--- src/cpc_pkg.sv ---
// Shared types and constants for the circle pixel counter.
// Controller states and the command/status bundles between controller and datapath.
package cpc_pkg;

   localparam int COUNT_BITS = 43;
   // Quadrant sum; the x4 scale is a 2-bit shift, so the sum is two bits narrower than the count.
   localparam int SUM_BITS   = COUNT_BITS - 2;

   typedef enum logic [3:0] {
      ST_IDLE   = 4'b0001,
      ST_SQUARE = 4'b0010,
      ST_WALK   = 4'b0100,
      ST_FINISH = 4'b1000
   } state_type;

   typedef struct packed {
      logic load;     // capture radius, clear x and the sum, set y to R
      logic square;   // form R*R
      logic step;     // one compare step of the column walk
      logic publish;  // move the finished count to the output register
   } cmd_type;

   typedef struct packed {
      logic walk_done; // current step is the last one of the walk
   } status_type;

endpackage

--- src/circle_pixel_counter_unit.sv ---
// Top level of the circle pixel counter: pixels touched by a circle of a given radius.
// Depends on cpc_pkg, cpc_ctrl and cpc_datapath.
//
//   channel | ports                              | direction
//   req     | req_valid, req_ready, req_radius    | in
//   rsp     | rsp_valid, rsp_ready, rsp_pixel_count | out
//
// Steps: one radius R is accepted, squared in the squarer step, then walked with one
//   compare step per column advance or height decrement, and published.
// The walk's single compare-and-update step per cycle sets the rate.
// Reset (synchronous) returns the controller to idle and drops rsp_valid.
// A finished count waits in the output register; the next radius is accepted meanwhile,
//   and only its publish waits for that transfer.
module circle_pixel_counter_unit import cpc_pkg::*; #(
   parameter int RADIUS_BITS = 20
) (
   input  logic                   clock,
   input  logic                   reset,
   input  logic                   req_valid,
   output logic                   req_ready,
   input  logic [RADIUS_BITS-1:0] req_radius,
   output logic                   rsp_valid,
   input  logic                   rsp_ready,
   output logic [COUNT_BITS-1:0]  rsp_pixel_count
);

   cmd_type    cmd;
   status_type sts;

   cpc_ctrl u_ctrl (
      .clock     (clock),
      .reset     (reset),
      .req_valid (req_valid),
      .req_ready (req_ready),
      .rsp_valid (rsp_valid),
      .rsp_ready (rsp_ready),
      .sts       (sts),
      .cmd       (cmd)
   );

   cpc_datapath #(
      .RADIUS_BITS (RADIUS_BITS)
   ) u_datapath (
      .clock           (clock),
      .reset           (reset),
      .req_radius      (req_radius),
      .cmd             (cmd),
      .sts             (sts),
      .rsp_pixel_count (rsp_pixel_count)
   );

endmodule

--- src/cpc_ctrl.sv ---
// Controller state machine for the circle pixel counter.
// Depends on cpc_pkg; drives cpc_datapath through cmd_type and owns the result valid.
module cpc_ctrl import cpc_pkg::*; (
   input  logic       clock,
   input  logic       reset,
   input  logic       req_valid,
   output logic       req_ready,
   output logic       rsp_valid,
   input  logic       rsp_ready,
   input  status_type sts,
   output cmd_type    cmd
);

   state_type state_ff, state_in;
   logic      rsp_valid_ff, rsp_valid_in;
   logic      slot_free;

   assign slot_free = !rsp_valid_ff || rsp_ready;
   assign req_ready = (state_ff == ST_IDLE);
   assign rsp_valid = rsp_valid_ff;

   always_comb begin
      state_in    = state_ff;
      cmd         = '0;
      cmd.load    = req_valid && req_ready;
      case (state_ff)
         ST_IDLE: begin
            if (req_valid) state_in = ST_SQUARE;
         end
         ST_SQUARE: begin
            cmd.square = 1'b1;
            state_in   = ST_WALK;
         end
         ST_WALK: begin
            cmd.step = 1'b1;
            if (sts.walk_done) state_in = ST_FINISH;
         end
         ST_FINISH: begin
            if (slot_free) begin
               cmd.publish = 1'b1;
               state_in    = ST_IDLE;
            end
         end
         default: state_in = ST_IDLE;
      endcase
   end

   always_comb begin
      rsp_valid_in = rsp_valid_ff;
      if (rsp_ready) rsp_valid_in = 1'b0;
      if (cmd.publish) rsp_valid_in = 1'b1;
   end

   always_ff @(posedge clock) begin
      if (reset) begin
         state_ff     <= ST_IDLE;
         rsp_valid_ff <= 1'b0;
      end else begin
         state_ff     <= state_in;
         rsp_valid_ff <= rsp_valid_in;
      end
   end

   a_accept_to_square: assert property (@(posedge clock) disable iff (reset)
      req_valid && req_ready |=> state_ff == ST_SQUARE)
      else $error("accepted radius did not start the square step");

   a_publish_slot_free: assert property (@(posedge clock) disable iff (reset)
      cmd.publish |-> (!rsp_valid_ff || rsp_ready))
      else $error("result published over an untaken result");

   a_publish_shows: assert property (@(posedge clock) disable iff (reset)
      cmd.publish |=> rsp_valid_ff)
      else $error("published result not shown");

   a_finish_after_done: assert property (@(posedge clock) disable iff (reset)
      state_ff == ST_WALK && sts.walk_done |=> state_ff == ST_FINISH)
      else $error("walk end did not reach finish");

endmodule

--- src/cpc_datapath.sv ---
// Datapath of the circle pixel counter: squarer, incremental x*x / y*y walk, sum, result register.
// Depends on cpc_pkg; commanded by cpc_ctrl.
module cpc_datapath import cpc_pkg::*; #(
   parameter int RADIUS_BITS = 20
) (
   input  logic                   clock,
   input  logic                   reset,
   input  logic [RADIUS_BITS-1:0] req_radius,
   input  cmd_type                cmd,
   output status_type             sts,
   output logic [COUNT_BITS-1:0]  rsp_pixel_count
);

   localparam int SQ_BITS = 2 * RADIUS_BITS;

   logic [RADIUS_BITS-1:0] r_ff, x_ff, y_ff;
   logic [SQ_BITS-1:0]     r2_ff, x2_ff, y2_ff;
   logic [SUM_BITS-1:0]    sum_ff;
   logic [COUNT_BITS-1:0]  count_ff;
   logic [SQ_BITS-1:0]     r_sq;
   logic [SQ_BITS:0]       dist2;
   logic                   hit, last_col, y_zero;

   assign r_sq     = SQ_BITS'(r_ff) * SQ_BITS'(r_ff);
   assign dist2    = {1'b0, x2_ff} + {1'b0, y2_ff};
   assign hit      = dist2 < {1'b0, r2_ff};
   assign last_col = (x_ff == r_ff);
   assign y_zero   = (y_ff == '0);

   // column closes on a hit; walk ends on the last column's hit or when y runs out
   assign sts.walk_done = hit ? last_col : y_zero;

   always_ff @(posedge clock) begin
      if (cmd.load) begin
         r_ff   <= req_radius;
         x_ff   <= '0;
         y_ff   <= req_radius;
         x2_ff  <= '0;
         sum_ff <= '0;
      end
      if (cmd.square) begin
         r2_ff <= r_sq;
         y2_ff <= r_sq;
      end
      if (cmd.step) begin
         if (hit) begin
            sum_ff <= sum_ff + SUM_BITS'(y_ff) + SUM_BITS'(1);
            x_ff   <= x_ff + RADIUS_BITS'(1);
            x2_ff  <= x2_ff + (SQ_BITS'(x_ff) << 1) + SQ_BITS'(1);
         end else if (!y_zero) begin
            y_ff  <= y_ff - RADIUS_BITS'(1);
            y2_ff <= y2_ff - (SQ_BITS'(y_ff) << 1) + SQ_BITS'(1);
         end
      end
      if (cmd.publish) count_ff <= {sum_ff, 2'b00};
   end

   assign rsp_pixel_count = count_ff;

   a_y_never_rises: assert property (@(posedge clock) disable iff (reset)
      cmd.step && !sts.walk_done |=> y_ff <= $past(y_ff))
      else $error("column height increased during walk");

   a_y2_tracks: assert property (@(posedge clock) disable iff (reset)
      cmd.step && !sts.walk_done |=> y2_ff == SQ_BITS'(y_ff) * SQ_BITS'(y_ff))
      else $error("y*y register out of step with y");

   a_x2_tracks: assert property (@(posedge clock) disable iff (reset)
      cmd.step && !sts.walk_done |=> x2_ff == SQ_BITS'(x_ff) * SQ_BITS'(x_ff))
      else $error("x*x register out of step with x");

endmodule
--- config.mk ---
export PLATFORM = sky130hd
export DESIGN_NAME = circle_pixel_counter_unit
export DESIGN_NICKNAME = d
export VERILOG_FILES = /design/src/cpc_pkg.sv /design/src/circle_pixel_counter_unit.sv /design/src/cpc_ctrl.sv /design/src/cpc_datapath.sv
export SDC_FILE = /design/constraint.sdc
export NUM_CORES = 2
export LEC_CHECK = 0
export BUFFER_PORTS_ARGS = -buffer_cell sky130_fd_sc_hd__buf_2
export CORE_MARGIN = 2
export CORE_UTILIZATION = 48
export DETAILED_ROUTE_END_ITERATION = 16
export GPL_TIMING_DRIVEN = 1
export PLACE_DENSITY = 0.67
export SYNTH_ARGS = -nofsm -noshare
export SYNTH_HDL_FRONTEND = slang
export SYNTH_SLANG_ARGS = --single-unit
--- constraint.sdc ---
create_clock -name clock -period 9.55 [get_ports clock]
set_input_delay 0.955 -clock clock [delete_from_list [all_inputs] [get_ports clock]]
set_output_delay 0.955 -clock clock [all_outputs]
set_load 0.05 [all_outputs]
==> impl_metrics.env <==
export IMPL_reg2reg_slack_ns=1.23
export IMPL_netlist_instances=3140
export IMPL_final_cell_count_no_fill=3958
export IMPL_initial_core_util_pct=48.29
export IMPL_finalCritPeriodShare_pct=87.13
export IMPL_stdcell_area_mm2=0.03041
export IMPL_post_cts_resized=0
export IMPL_dp_cells=3902
export IMPL_met3_usage_pct=2.659
export IMPL_cp_end_kind="register"
export IMPL_rsz0062_at_grt="false"
export IMPL_critPathMaxStageDelay_ns=1.00
export IMPL_syn_cell_area_mm2=0.02834
export IMPL_multi_input_area_mm2=0.01994
export IMPL_cts_tree="done"
export IMPL_place_congestion=0.9010
export IMPL_worst_ep_required_time_ns=10.00
export IMPL_seq_area_frac_synth_pct=22.32
export IMPL_met2_usage_pct=40.63
export IMPL_synth_edf_count=100
export IMPL_final_seq_area_mm2=0.006326
export IMPL_maxCapViolCount=0
export IMPL_path_buf_inv=3
export IMPL_rows=89
export IMPL_grt_usage_pct=24.04
export IMPL_drive_above_1_share_pct=5.369
export IMPL_worstPathCellList="nand2_1, fa_1, inv_1, fa_1, fa_1, fa_1, inv_1, fa_1, inv_1, fa_1, fa_1, ha_1, a21o_1, a21o_1, nor2b_1, o22a_1, a2111oi_0, nor3_1, o2111ai_1, nand3b_1, a31oi_1, xnor2_1, o211a_1"
export IMPL_cts_sinks=266
export IMPL_ys_warn_count=0
export IMPL_ant_nets=0
export IMPL_clk_pin_slew_ns=0.07
export IMPL_critical_path_class="register to register"
export IMPL_dr_first_iter_drc_count=1299
export IMPL_grt_pass1_vias=21815
export IMPL_worstPathMaxFanout=22
export IMPL_post_drt_wl_per_cell_um=18.13
export IMPL_post_dp_cell_area_mm2=0.02943
export IMPL_remaining_drc_errors=0
export IMPL_fin_crit_ns=8.321
export IMPL_grt_busiest_layer="met2"
export IMPL_fin_nets=3799
export IMPL_gr_total_overflow=0
export IMPL_n_antenna_cell=0
export IMPL_grt_first_pass_wirelength_um=116500
export IMPL_crit_arrival_ns=8.78
export IMPL_path_common_cell="fa_1"
export IMPL_use_met1_pct=32.58
export IMPL_status="completed"
export IMPL_die_width_um=247.0
export IMPL_post_cts_setup_buffer_count=0
export IMPL_dr_pass1_iters=7
export IMPL_setup_tns_ns=0
export IMPL_hold_path_class="register to register"
export IMPL_area_delta_synth_final_pct=7.303
export IMPL_yosys_most_used_dff="dfxtp_1"
export IMPL_die_area_mm2=0.06099
export IMPL_detailed_place_hpwl_um=56890
export IMPL_cts_hold_buf=0
export IMPL_die_y_um=247.0
export IMPL_grt_max_degree=88
export IMPL_vias=21858
export IMPL_max_freq_ghz=0.1202
export IMPL_final_core_util_pct=51.81
export IMPL_cp_start_kind="register"
export IMPL_hold_viol=0
export IMPL_cp_slowest_cell="edfxtp_1"
export IMPL_cts_buffers=30
export IMPL_cts_root_buffer="clkbuf_16"
export IMPL_maxSlewViolCount=0
export IMPL_coreArea_mm2=0.05869
export IMPL_relSlewSlack_pct=21.99
export IMPL_clockBufferDepth=3
export IMPL_grt_antenna_before_repair=1
export IMPL_ys_ff_latch=266
export IMPL_htreeDepth=1
export IMPL_path_delay_family="adder cells"
export IMPL_via_per_inst=5.522
export IMPL_ios=69
export IMPL_syn_avg_cell_area_um2=9.025
export IMPL_worstMarginPinSlew_ns=1.141
export IMPL_nFillCells=5423
export IMPL_synthArstFlopShare_pct=0
export IMPL_synthDistinctLibCells=78
export IMPL_routed_wl_um=71750
export IMPL_portBuffers=66
export IMPL_fin_worst_skew_ns=0.07389
export IMPL_setup_viol=0
export IMPL_insertion_delay_ns=0.63
[placed cells by master, fill, tap and decap left out, types with 75 or more instances in the layout]
cell	n
inv_1	455
ha_1	332
nand2_1	317
fa_1	282
a21oi_1	177
dfxtp_1	166
nor2_1	157
o21ai_0	131
nand3_1	113
xnor2_1	110
edfxtp_1	100
and2_1	75
[synthesized netlist by cell type, types with 9 or more instances]
library cell / n / area, µm²
a211o_1: 12 / 105.1
a211oi_1: 23 / 172.7
a21o_1: 62 / 465.5
a21oi_1: 177 / 885.9
a22oi_1: 9 / 67.56
a31oi_1: 32 / 200.2
and2_1: 75 / 469.2
and3_1: 25 / 156.4
and4_1: 10 / 87.58
buf_1: 12 / 45.04
clkbuf_1: 81 / 304.0
dfxtp_1: 166 / 3323
edfxtp_1: 100 / 3003
fa_1: 282 / 5645
ha_1: 332 / 4154
inv_1: 456 / 1712
mux2i_1: 41 / 410.4
nand2_1: 318 / 1194
nand2b_1: 24 / 150.1
nand3_1: 113 / 565.5
nand4_1: 37 / 231.5
nor2_1: 157 / 589.3
nor2b_1: 22 / 137.6
nor3_1: 26 / 130.1
o211ai_1: 23 / 172.7
o21a_1: 25 / 187.7
o21ai_0: 131 / 655.6
o21bai_1: 26 / 195.2
o31ai_1: 20 / 150.1
o32ai_1: 13 / 113.9
or2_2: 10 / 62.56
or3_1: 14 / 87.58
xnor2_1: 110 / 963.4
xor2_1: 64 / 560.5
[final cells by class]
cell class / instances / area share, %
Timing Repair Buffer: 87 / 1.605
Clock buffer: 48 / 2.893
Tap cell: 773 / 3.181
Clock inverter: 8 / 0.3086
Inverter: 457 / 5.642
Sequential cell: 266 / 20.80
Multi-Input combinational cell: 2319 / 65.57
[cells by family after synthesis]
group           after synthesis  synth area share [%]
flops                       266                 22.32
mux                          44                 1.567
other cells                   1               0.01323
xor+xnor                    174                 5.378
compound gates              619                 13.92
fa+ha+maj                   614                 34.58
simple gates                866                 14.78
buf+inv                     556                 7.431
[stage by stage]
stage,hold slack (ns),setup WS [ns]
3_3_place_gp,0.4409,1.580
4_1_cts,0.4632,1.347
3_5_place_dp,0.4484,1.458
6_report,0.4583,1.229
5_1_grt,0.4822,0.8410
2_1_floorplan,0.4288,2.458
[sequential cells by signal, indices dropped and copies added, names as in the netlist, 4 cells and up]
register                    count
u_datapath.rsp_pixel_count     41
u_datapath.sum_ff              41
u_datapath.x2_ff               40
u_datapath.y2_ff               40
u_datapath.r2_ff               39
u_datapath.r_ff                20
u_datapath.x_ff                20
u_datapath.y_ff                20
u_ctrl.state_ff                 4
[metal layers]
metal / vias to the layer above / part of all wire (%)
met5: - / 0.017
met4: 2 / 3.1
met3: 112 / 3.6
met2: 417 / 47
met1: 10623 / 46
li1: 10704 / -
[worst paths after layout]
path | start | to | cells after the start
max | u_datapath.r_ff[9]$_DFFE_PP_ | u_datapath.y2_ff[37]$_DFF_P_ | 23
min | u_datapath.sum_ff[40]$_DFF_P_ | u_datapath.sum_ff[40]$_DFF_P_ | 1
max reg2reg | u_datapath.r_ff[9]$_DFFE_PP_ | u_datapath.y2_ff[37]$_DFF_P_ | 23
min reg2reg | u_datapath.sum_ff[40]$_DFF_P_ | u_datapath.sum_ff[40]$_DFF_P_ | 1
Power is not shown: default switching activity piles up to over one toggle a cycle in this logic, so the estimate is an artifact.
